[config.mk]
export PLATFORM = sky130hd
export DESIGN_NAME = array_list_insert_delete_find
export DESIGN_NICKNAME = d
export VERILOG_FILES = /design/src/hw/rtl/alid_pkg.sv /design/src/hw/rtl/alid_mem.sv /design/src/hw/rtl/alid_alu.sv /design/src/hw/rtl/alid_ctrl.sv /design/src/hw/rtl/array_list_insert_delete_find.sv
export SDC_FILE = /design/constraint.sdc
export NUM_CORES = 1
export LEC_CHECK = 0
export ABC_AREA = 1
export BUFFER_PORTS_ARGS = -buffer_cell sky130_fd_sc_hd__buf_2
export CAP_MARGIN = 25
export CORE_UTILIZATION = 60
export DETAILED_ROUTE_END_ITERATION = 10
export GPL_TIMING_DRIVEN = 1
export PLACE_DENSITY = 0.77
export SKIP_CTS_REPAIR_TIMING = 1
export SYNTH_ARGS = -nofsm -noshare
export SYNTH_HDL_FRONTEND = slang
export SYNTH_SLANG_ARGS = --single-unit
[constraint.sdc]
create_clock -name clk_i -period 6.1 [get_ports clk_i]
set_input_delay 0.61 -clock clk_i [delete_from_list [all_inputs] [get_ports clk_i]]
set_output_delay 0.61 -clock clk_i [all_outputs]
set_load 0.05 [all_outputs]
[src/hw/rtl/alid_pkg.sv]
// Shared types and constants for the array list block.
// No dependencies; imported by every module of the block.
package alid_pkg;

  localparam int unsigned DATA_W = 32;
  localparam int unsigned POS_W  = 4;
  localparam int unsigned LEN_W  = 5;

  // Operation codes carried on func_i
  typedef enum logic [1:0] {
    FUNC_APPEND = 2'd0,
    FUNC_INSERT = 2'd1,
    FUNC_DELETE = 2'd2,
    FUNC_FIND   = 2'd3
  } func_e;

  // Result status codes
  typedef enum logic [1:0] {
    ST_DONE   = 2'd0,
    ST_BADPOS = 2'd1,
    ST_FULL   = 2'd2
  } status_e;

  // One result item
  typedef struct packed {
    status_e           status;
    logic              found;
    logic [LEN_W-1:0]  list_length;
  } res_t;

endpackage

[src/hw/rtl/alid_mem.sv]
// Entry store of the list: one write port, one read port with registered data.
// Depends on alid_pkg for the data width.
module alid_mem #(
  parameter int unsigned DEPTH = 16,
  parameter int unsigned AW    = 4
) (
  input  logic                          clk_i,
  input  logic                          we_i,
  input  logic [AW-1:0]                 waddr_i,
  input  logic [alid_pkg::DATA_W-1:0]   wdata_i,
  input  logic [AW-1:0]                 raddr_i,
  output logic [alid_pkg::DATA_W-1:0]   rdata_o
);
  import alid_pkg::*;

  logic [DATA_W-1:0] mem_q [DEPTH];
  logic [DATA_W-1:0] rdata_q;

  // Write one entry
  always_ff @(posedge clk_i) begin
    if (we_i) begin
      mem_q[waddr_i] <= wdata_i;
    end
  end

  // Register the read data
  always_ff @(posedge clk_i) begin
    rdata_q <= mem_q[raddr_i];
  end

  assign rdata_o = rdata_q;

endmodule

[src/hw/rtl/alid_alu.sv]
// Shared step unit: index increment/decrement, loop bound compare, data match.
// Depends on alid_pkg for the data width.
module alid_alu #(
  parameter int unsigned CW = 5,
  parameter int unsigned PW = 5
) (
  input  logic [CW-1:0]                 idx_i,
  input  logic                          dec_i,
  input  logic [PW-1:0]                 cmp_a_i,
  input  logic [PW-1:0]                 cmp_b_i,
  input  logic [alid_pkg::DATA_W-1:0]   data_a_i,
  input  logic [alid_pkg::DATA_W-1:0]   data_b_i,
  output logic [CW-1:0]                 nxt_o,
  output logic                          lt_o,
  output logic                          eq_o
);
  import alid_pkg::*;

  // Step the index one place down or up
  assign nxt_o = dec_i ? (idx_i - CW'(1)) : (idx_i + CW'(1));

  // Loop bound and value match
  assign lt_o = (cmp_a_i < cmp_b_i);
  assign eq_o = (data_a_i == data_b_i);

endmodule

[src/hw/rtl/alid_ctrl.sv]
// Sequencer of the array list: walks the entry store one entry per read/write pair.
// Depends on alid_pkg, alid_alu and the alid_mem port set.
module alid_ctrl #(
  parameter int unsigned DEPTH = 16,
  parameter int unsigned AW    = 4,
  parameter int unsigned CW    = 5
) (
  input  logic                          clk_i,
  input  logic                          rst_ni,
  input  logic                          in_valid_i,
  output logic                          in_ready_o,
  input  logic [1:0]                    func_i,
  input  logic [alid_pkg::POS_W-1:0]    position_i,
  input  logic [alid_pkg::DATA_W-1:0]   value_i,
  output logic                          res_valid_o,
  input  logic                          res_ready_i,
  output alid_pkg::res_t                res_o,
  output logic                          mem_we_o,
  output logic [AW-1:0]                 mem_waddr_o,
  output logic [alid_pkg::DATA_W-1:0]   mem_wdata_o,
  output logic [AW-1:0]                 mem_raddr_o,
  input  logic [alid_pkg::DATA_W-1:0]   mem_rdata_i
);
  import alid_pkg::*;

  localparam int unsigned PW = (CW > POS_W) ? CW : POS_W;

  typedef enum logic [4:0] {
    S_IDLE = 5'b00001,
    S_RD   = 5'b00010,
    S_WR   = 5'b00100,
    S_PUT  = 5'b01000,
    S_DONE = 5'b10000
  } state_e;

  state_e            state_q, state_d;
  func_e             op_q, op_d;
  logic [PW-1:0]     pos_q, pos_d;
  logic [DATA_W-1:0] val_q, val_d;
  logic [CW-1:0]     idx_q, idx_d;
  logic [CW-1:0]     count_q, count_d;
  status_e           status_q, status_d;
  logic              found_q, found_d;

  logic [PW-1:0]     pos_in;
  logic [PW-1:0]     cnt_ext;
  logic              pos_bad;
  logic              full;
  logic              pos_last;
  logic              dec;
  logic [PW-1:0]     cmp_a, cmp_b;
  logic [CW-1:0]     nxt;
  logic              lt, eq;
  logic [31:0]       cnt_wide;

  assign pos_in   = PW'(position_i);
  assign cnt_ext  = PW'(count_q);
  assign pos_bad  = (pos_in >= cnt_ext);
  assign full     = (count_q == CW'(DEPTH));
  assign pos_last = (pos_in == (cnt_ext - PW'(1)));
  assign dec      = (op_q == FUNC_INSERT);

  // Pick the loop bound for the current operation
  always_comb begin
    cmp_a = PW'(nxt);
    cmp_b = cnt_ext;
    case (op_q)
      FUNC_INSERT: begin
        cmp_a = pos_q;
        cmp_b = PW'(nxt);
      end
      FUNC_DELETE: begin
        cmp_b = cnt_ext - PW'(1);
      end
      default: begin
        cmp_a = PW'(nxt);
        cmp_b = cnt_ext;
      end
    endcase
  end

  alid_alu #(
    .CW (CW),
    .PW (PW)
  ) u_alu (
    .idx_i    (idx_q),
    .dec_i    (dec),
    .cmp_a_i  (cmp_a),
    .cmp_b_i  (cmp_b),
    .data_a_i (mem_rdata_i),
    .data_b_i (val_q),
    .nxt_o    (nxt),
    .lt_o     (lt),
    .eq_o     (eq)
  );

  // Sequence one operation
  always_comb begin
    state_d     = state_q;
    op_d        = op_q;
    pos_d       = pos_q;
    val_d       = val_q;
    idx_d       = idx_q;
    count_d     = count_q;
    status_d    = status_q;
    found_d     = found_q;
    mem_we_o    = 1'b0;
    mem_waddr_o = idx_q[AW-1:0];
    mem_wdata_o = mem_rdata_i;
    mem_raddr_o = nxt[AW-1:0];
    case (state_q)
      S_IDLE: begin
        if (in_valid_i) begin
          op_d     = func_e'(func_i);
          pos_d    = pos_in;
          val_d    = value_i;
          status_d = ST_DONE;
          found_d  = 1'b0;
          state_d  = S_DONE;
          case (func_e'(func_i))
            FUNC_APPEND: begin
              if (full) begin
                status_d = ST_FULL;
              end else begin
                idx_d   = count_q;
                state_d = S_PUT;
              end
            end
            FUNC_INSERT: begin
              if (pos_bad) begin
                status_d = ST_BADPOS;
              end else if (full) begin
                status_d = ST_FULL;
              end else begin
                idx_d   = count_q;
                state_d = S_RD;
              end
            end
            FUNC_DELETE: begin
              if (pos_bad) begin
                status_d = ST_BADPOS;
              end else begin
                idx_d = CW'(position_i);
                if (pos_last) begin
                  count_d = count_q - CW'(1);
                end else begin
                  state_d = S_RD;
                end
              end
            end
            default: begin
              idx_d = '0;
              if (count_q != '0) begin
                state_d = S_RD;
              end
            end
          endcase
        end
      end
      S_RD: begin
        // Find reads the current entry, the shifts read the neighbor
        if (op_q == FUNC_FIND) begin
          mem_raddr_o = idx_q[AW-1:0];
        end
        state_d = S_WR;
      end
      S_WR: begin
        case (op_q)
          FUNC_FIND: begin
            if (eq) begin
              found_d = 1'b1;
              state_d = S_DONE;
            end else begin
              idx_d   = nxt;
              state_d = lt ? S_RD : S_DONE;
            end
          end
          FUNC_INSERT: begin
            mem_we_o = 1'b1;
            idx_d    = nxt;
            state_d  = lt ? S_RD : S_PUT;
          end
          default: begin
            mem_we_o = 1'b1;
            idx_d    = nxt;
            if (lt) begin
              state_d = S_RD;
            end else begin
              count_d = count_q - CW'(1);
              state_d = S_DONE;
            end
          end
        endcase
      end
      S_PUT: begin
        mem_we_o    = 1'b1;
        mem_wdata_o = val_q;
        count_d     = count_q + CW'(1);
        state_d     = S_DONE;
      end
      S_DONE: begin
        if (res_ready_i) begin
          state_d = S_IDLE;
        end
      end
      default: begin
        state_d = S_IDLE;
      end
    endcase
  end

  // Control state
  always_ff @(posedge clk_i or negedge rst_ni) begin
    if (!rst_ni) begin
      state_q <= S_IDLE;
      count_q <= '0;
    end else begin
      state_q <= state_d;
      count_q <= count_d;
    end
  end

  // Operation payload and loop index
  always_ff @(posedge clk_i) begin
    op_q     <= op_d;
    pos_q    <= pos_d;
    val_q    <= val_d;
    idx_q    <= idx_d;
    status_q <= status_d;
    found_q  <= found_d;
  end

  assign cnt_wide    = 32'(count_q);
  assign in_ready_o  = (state_q == S_IDLE);
  assign res_valid_o = (state_q == S_DONE);
  assign res_o       = '{status: status_q, found: found_q, list_length: cnt_wide[LEN_W-1:0]};

endmodule

[src/hw/rtl/array_list_insert_delete_find.sv]
// Top level of the array list: sequencer, entry store and result register.
// Depends on alid_pkg, alid_ctrl, alid_alu and alid_mem.
//
//   port group   | direction | transfer when          | payload
//   -------------+-----------+------------------------+--------------------------------
//   in           | input     | in_valid_i & in_ready_o | func_i, position_i, value_i
//   out          | output    | out_valid_o & out_ready_i | status_o, found_o, list_length_o
//
// An operation walks the entry store with one read and one write per shifted entry.
// Append writes at the end. Insert at p moves entries p..count-1 up one place, top first, then writes p.
// Delete at p moves the entries above p down one place. Find reads from entry 0 to a hit or the end.
// A result waits in the output register; the next item is taken once it is stored.
// Reset empties the list at once; entries need no clearing.
module array_list_insert_delete_find #(
  parameter int unsigned DEPTH = 16
) (
  input  logic                          clk_i,
  input  logic                          rst_ni,
  input  logic                          in_valid_i,
  output logic                          in_ready_o,
  input  logic [1:0]                    func_i,
  input  logic [alid_pkg::POS_W-1:0]    position_i,
  input  logic signed [alid_pkg::DATA_W-1:0] value_i,
  output logic                          out_valid_o,
  input  logic                          out_ready_i,
  output logic [1:0]                    status_o,
  output logic                          found_o,
  output logic [alid_pkg::LEN_W-1:0]    list_length_o
);
  import alid_pkg::*;

  localparam int unsigned AW = (DEPTH > 1) ? $clog2(DEPTH) : 1;
  localparam int unsigned CW = $clog2(DEPTH + 1);

  logic              res_valid, res_ready;
  res_t              res;
  logic              mem_we;
  logic [AW-1:0]     mem_waddr, mem_raddr;
  logic [DATA_W-1:0] mem_wdata, mem_rdata;
  logic              out_valid_q;
  res_t              out_q;

  alid_ctrl #(
    .DEPTH (DEPTH),
    .AW    (AW),
    .CW    (CW)
  ) u_ctrl (
    .clk_i       (clk_i),
    .rst_ni      (rst_ni),
    .in_valid_i  (in_valid_i),
    .in_ready_o  (in_ready_o),
    .func_i      (func_i),
    .position_i  (position_i),
    .value_i     ($unsigned(value_i)),
    .res_valid_o (res_valid),
    .res_ready_i (res_ready),
    .res_o       (res),
    .mem_we_o    (mem_we),
    .mem_waddr_o (mem_waddr),
    .mem_wdata_o (mem_wdata),
    .mem_raddr_o (mem_raddr),
    .mem_rdata_i (mem_rdata)
  );

  alid_mem #(
    .DEPTH (DEPTH),
    .AW    (AW)
  ) u_mem (
    .clk_i   (clk_i),
    .we_i    (mem_we),
    .waddr_i (mem_waddr),
    .wdata_i (mem_wdata),
    .raddr_i (mem_raddr),
    .rdata_o (mem_rdata)
  );

  // Take a result when the output register is free or drains this cycle
  assign res_ready = !out_valid_q || out_ready_i;

  always_ff @(posedge clk_i or negedge rst_ni) begin
    if (!rst_ni) begin
      out_valid_q <= 1'b0;
    end else if (res_ready) begin
      out_valid_q <= res_valid;
    end
  end

  always_ff @(posedge clk_i) begin
    if (res_ready && res_valid) begin
      out_q <= res;
    end
  end

  assign out_valid_o   = out_valid_q;
  assign status_o      = out_q.status;
  assign found_o       = out_q.found;
  assign list_length_o = out_q.list_length;

endmodule

* Word level (Yosys, flattened, before mapping)
Memories as Yosys holds them, arrays and structs flattened. A register that Yosys moved wholly into a read port is not among the register bits. Index checks and enable logic that the tools add are counted. W data, S select, Z words.
Storage, ports and cells: register bits 65, latch bits 0, RAM bits 512, ROM bits 0, input bits 42, memories 1
Memory list:
- u_mem.mem_q | words 16, width 32, rd ports 1, clocked after memory_dff 1, write ports 1, RTL line alid_mem.sv:16 | logic [DATA_W-1:0] mem_q [DEPTH];
Cells by class: $add $sub $neg 4, $mul 0, div/mod/pow operators 0, magnitude comparators 2, equal/unequal tests 25, shifts and indexed selects 0, mux-type cells 47, bitwise operators 0, reduce and logical (&&, ||, !) cells 13
Operator list (number):
- $mux W5 | 24
- $pmux W5 S3 | 3
- $eq A32 B32 Y1 | 1
- $mux W32 | 1
- $pmux W5 S2 | 3
- $pmux W5 S5 | 1
- $mux W4 | 3
- $add A5 B1 Y5 const B | 2
- $eq A5 B5 Y1 const B | 2
- $ne A2 B1 Y1 const B | 5
- $sub A5 B1 Y5 const B | 2
- $ne A3 B3 Y1 const B | 3
- $ne A2 B2 Y1 const B | 4
- $mux W1 | 7
- $reduce_and A7 Y1 | 1
- $eq A2 B2 Y1 const B | 3
- $pmux W2 S3 | 1
- $eq A4 B5 Y1 | 1
- $eq A5 B1 Y1 const B | 1
- $eq A5 B2 Y1 const B | 1
- $eq A5 B3 Y1 const B | 1
- $eq A5 B4 Y1 const B | 1
- $ge A4 B5 Y1 | 1
- $lt A5 B5 Y1 | 1
- 14 further kinds | 18

* Depth between registers and ports, before layout
word-level depth 8, depth in mapped cells 23

* Cells and area by module
A second synthesis with hierarchy kept.
Second synthesis, totals: cell total of the unflattened synthesis 2724, area total of the unflattened synthesis 27134.8 sq um
By module, submodules not included:
- alid_mem | times used 1, cells each 2120, area each 22730.6 sq um, sequential area each 16015.4 sq um
- alid_ctrl | times used 1, cells each 389, area each 3235.6 sq um, sequential area each 1632.8 sq um
- alid_alu | times used 1, cells each 201, area each 883.3 sq um, sequential area each 0.0 sq um
- array_list_insert_delete_find | times used 1, cells each 14, area each 285.3 sq um, sequential area each 265.3 sq um

* Worst setup path after synthesis
OpenSTA, ideal clock, no wires.
kind reg2reg, start register u_ctrl.state_q[0], end register u_ctrl.idx_q[0], enable pin, setup time 351 ps, arrival time 3187 ps, data required time 5749 ps, path slack 2561 ps, stages on the path, launching flop included 7, buffers on the path 0, period minus slack after synthesis 3539 ps, cells stage by stage dfstp_2 -> nand4_1 -> nor2_1 -> nor2_1 -> a21oi_1 -> o21ai_0 -> a21oi_1
Between the ends: longest elaborated chain between the ends 3, elaborated cells between the ends (all ways) 8
RTL lines:
- from (decl) | RTL line alid_ctrl.sv:36 | state_e state_q, state_d;
- from (signal assigned) | RTL line alid_ctrl.sv:218 | state_q <= state_d;
- $eq A5 B3 Y1 / $eq A5 B1 Y1 (equally long branches) | RTL line alid_ctrl.sv:111 | case (state_q)
- $ne A3 B3 Y1 (no source line) (tied with other cells)
- $reduce_and A5 Y1 (no source line) *
- to (signal assigned) | RTL line alid_ctrl.sv:228 | idx_q <= idx_d;
- to (decl) | RTL line alid_ctrl.sv:40 | logic [CW-1:0] idx_q, idx_d;
Every way passes the cells marked *; elsewhere a longest branch is shown, timed or not. A chain may end at the register's enable or synchronous reset.

* Worst setup path after layout
start register u_ctrl.op_q[1], end register u_mem.rdata_q[9], in the netlist u_mem.rdata_o[9] (read register of u_mem.mem_q)
Between the ends: longest elaborated chain between the ends 4, elaborated cells between the ends (all ways) 5
RTL lines:
- from (decl) | RTL line alid_ctrl.sv:37 | func_e op_q, op_d;
- from (signal assigned) | RTL line alid_ctrl.sv:225 | op_q <= op_d;
- $eq A2 B1 Y1 | RTL line alid_ctrl.sv:61 | assign dec = (op_q == FUNC_INSERT);
- $mux W5 | RTL line alid_alu.sv:20 | assign nxt_o = dec_i ? (idx_i - CW'(1)) : (idx_i + CW'(1));
- $mux W4 | RTL line alid_ctrl.sv:162 | if (op_q == FUNC_FIND) begin
- $mux W4 * | RTL line alid_ctrl.sv:111
- to (decl) | RTL line alid_mem.sv:17 | logic [DATA_W-1:0] rdata_q;
Marks and branches as above.

==> impl_metrics.ini <==
[sta]
fin_skew_ns = 0.0170
slew_headroom = 0.282
finalMaxSlewViolations = 0
fmax_mhz = 247
worst_pin_slew_ns = 1.08
setup_viol = 0
tns_ns = 0
min_period_ns = 4.05
fin_ws_ns = 2.05
hold_viol_final = 0
rsz0062_at_grt = false
fin_crit_sh = 0.664
holdWs_ns = 0.155

[min_path]
worstHoldStart = value_i[9]
min_to = u_ctrl.val_q[9]
min_path_type = input pin to flip-flop
hold_depth = 1

[yosys]
ys_types = 42
synth_top_family_by_area = simple AND/OR/NAND/NOR gates
synth_area_per_cell_sq_um = 11.8
synth_ff_type = edfxtp_1
yosysTopAreaCell = edfxtp_1
syn-cell-area_sq_um = 25900
synth.most_common_cell = edfxtp_1
synth_compound_area_frac = 0.0909
synth_edf_count = 566
synth_top_area_frac = 0.656
async_flop_share = 0.0181
synthSimpleGateAreaFrac = 0.124
synth_xor_area_frac = 0.0121
syn-num-nets = 2251
synth_cells = 2193
synth_fa_ha_area_frac = 0.00773
ys_ff_latch = 609
synth.yosys.warnings = 0
synth_common_cells = edfxtp_1 (566), nand2_1 (481), inv_1 (321), o211ai_1 (249), nand3_1 (215)
yosysSeqAreaShare = 0.692
synth_area_leaders = edfxtp_1 (66%), o211ai_1 (7.2%), nand2_1 (7.0%)
synth_mux_area_frac = 0

[global_routing]
gr-usage-all-layers = 0.271
busiest_layer = met2
grt-ovfl-total = 0
grt_pass1_wl_um = 89500
grt_start_max_net_pins = 139
grt_pass1_vias = 15800
antenna_found_initial = 0
use_met2 = 0.446
gr-usage-met3 = 0.0365
grtUsageMet1 = 0.363

[floorplanning]
rows = 75
core_area_sq_um = 42200
die_y_um = 210
die_x_um = 210
start_util = 0.613
ioPinCount = 52
die_area_sq_um = 44000

[clock_network]
clock_path_buffers = 3
cts_root_buffer = clkbuf_16
numCtsBuffers = 59
cts_tree = built
insertion_delay_ns = 0.63
cts.htree.levels = 2
cts.clk_slew.worst_paths_ns = 0.06
clock_sinks = 609

[worst_setup_path]
path_max_fanout = 74
reg2reg_depth = 14
worst_path_max_delay_cell = buf_4
r2r_slack_ns = 2.05
timing.rr.start = u_ctrl.op_q[1]
critical_path_arrival_ns = 4.62
cp_top_family = buffers and inverters
start_kind = flip-flop
worstPathCellList = inv_1, ha_1, xor2_1, ha_1, inv_1, nand2_1, o21ai_4, buf_4, inv_6, buf_4, o211ai_1, nand3_1, nand3_1, nand2_1
crit_path_end_kind = flip-flop
cpPeakStageDelay_ns = 0.76
path_buf_inv = 5
crit_required_ns = 6.67
path_class = flip-flop to flip-flop
r2r_end = u_mem.rdata_o[9]

[drt]
first_pass_iters = 6
viasPerCell = 5.91
wl_um = 59000
drt_iter0_drc = 1922
drc = 0
num_vias = 16700
wl_per_cell_um = 20.9
postRouteAntennaNets = 0

[power]
p_total_mw = 15.2
peakVddDrop_v = 0.000388
powerDensity_nw_per_um2 = 527
p_leak_nw = 11.0

[finish]
final_cell_count_no_fill = 2823
fin_nets = 2291
syn2layout_area_growth_pct = 11.0
drive_gt1_frac = 0.105
n_antenna_cell = 0

[placement]
port-buffer-count = 51
gp_congestion = 0.900
dpl.hpwl_um = 30800
pre_cts_ws_ns = 2.14
dp.cells = 2708

[job]
cap_violations = 0

[status]
outcome = finished, final reports clean
[routing by layer]
metal  wire (um)  up-vias  share of wire
met3        4840      160          0.082
met5           0        -              0
met1       23500     8029           0.40
li1            -     7741              -
met2       28500      740           0.48
met4        2120        0          0.036
[cells by family after synthesis]
family	count (synthesis)
AOI/OAI and AO/OA	322
xor gates and xnor gates	34
buffers and inverters	445
and+or+nand+nor	767
adders and majority gates	16
DFF	609
[worst reg2reg max path, stage by stage, from the launching register on]
cell and delay [ns]:
edfxtp_1 0.42, inv_1 0.10, ha_1 0.50, xor2_1 0.19, ha_1 0.31, inv_1 0.07
nand2_1 0.12, o21ai_4 0.07, buf_4 0.32, inv_6 0.46, buf_4 0.76, o211ai_1 0.34
nand3_1 0.16, nand3_1 0.10, nand2_1 0.09
[worst max path at each step]
| stage | start | end | slack, ns | depth (start not counted) |
|---|---|---|---|---|
| floorplan | u_ctrl.state_q[0] | u_ctrl.idx_q[0] | 2.56 | 6 |
| global placement | u_ctrl.op_q[1] | u_mem.rdata_o[4] | 2.26 | 13 |
| detailed placement | u_ctrl.op_q[1] | u_mem.rdata_o[4] | 2.14 | 13 |
| CTS | u_ctrl.op_q[1] | u_mem.rdata_o[21] | 2.09 | 14 |
| global route | u_ctrl.op_q[1] | u_mem.rdata_o[7] | 1.80 | 14 |
| finish | u_ctrl.op_q[1] | u_mem.rdata_o[9] | 2.05 | 14 |
[sequential cells by signal, indices dropped and copies added, names as in the netlist, 2 cells and up]
name and count:
u_ctrl.val_q 32, list_length_o 5, u_ctrl.state_q 5, u_ctrl.status_q 2, u_ctrl.op_q 2, u_mem.mem_q 512
u_ctrl.cnt_ext 5, u_mem.rdata_o 32, u_ctrl.pos_q 4, u_ctrl.idx_q 5, status_o 2
[placed cells by master, fill, tap and decap left out, types with 3 or more instances in the layout]
master	instances
edfxtp_1	566
nand2_1	481
inv_1	320
o211ai_1	249
nand3_1	214
clkbuf_16	59
buf_2	51
buf_4	40
nor2_1	39
o21ai_0	33
dfxtp_1	32
xnor2_1	27
nor2_4	18
ha_1	16
a21oi_1	13
clkinv_2	12
clkbuf_8	11
o211ai_2	10
clkbuf_1	10
dfrtp_1	10
clkinv_1	9
inv_6	6
bufinv_16	6
xor2_1	5
nand4_1	4
o22ai_1	4
inv_2	3
nand3_2	3
nor3_1	3
o21ai_4	3
buf_16	3
[through the flow]
| stage | cell area [sq um] | util |
|---|---|---|
| after global routing | 28700 | 0.681 |
| after detailed placement | 26700 | 0.632 |
| after floorplan | 25900 | - |
| after global placement | 26600 | 0.631 |
| final | 28700 | 0.681 |
| after CTS | 28700 | 0.679 |
[power breakdown]
| part | leakage (nW) | switching [mW] | total (mW) | internal (mW) |
|---|---|---|---|---|
| clock network | 0.988 | 1.54 | 3.71 | 2.17 |
| registers | 5.52 | 0.222 | 5.77 | 5.54 |
| logic | 4.46 | 3.98 | 5.67 | 1.69 |
| total | 11.0 | 5.75 | 15.2 | 9.41 |
[cell type report]
cell class | instances | area [sq um]
flip-flops and latches | 609 | 17900
well taps | 539 | 674
clock buffers | 80 | 1670
fillers | 2905 | 13500
multi-input cells | 1139 | 6240
repair buffers | 97 | 688
clock inverters | 32 | 330
inverters | 327 | 1230
Power figures use the tool's default switching activity.
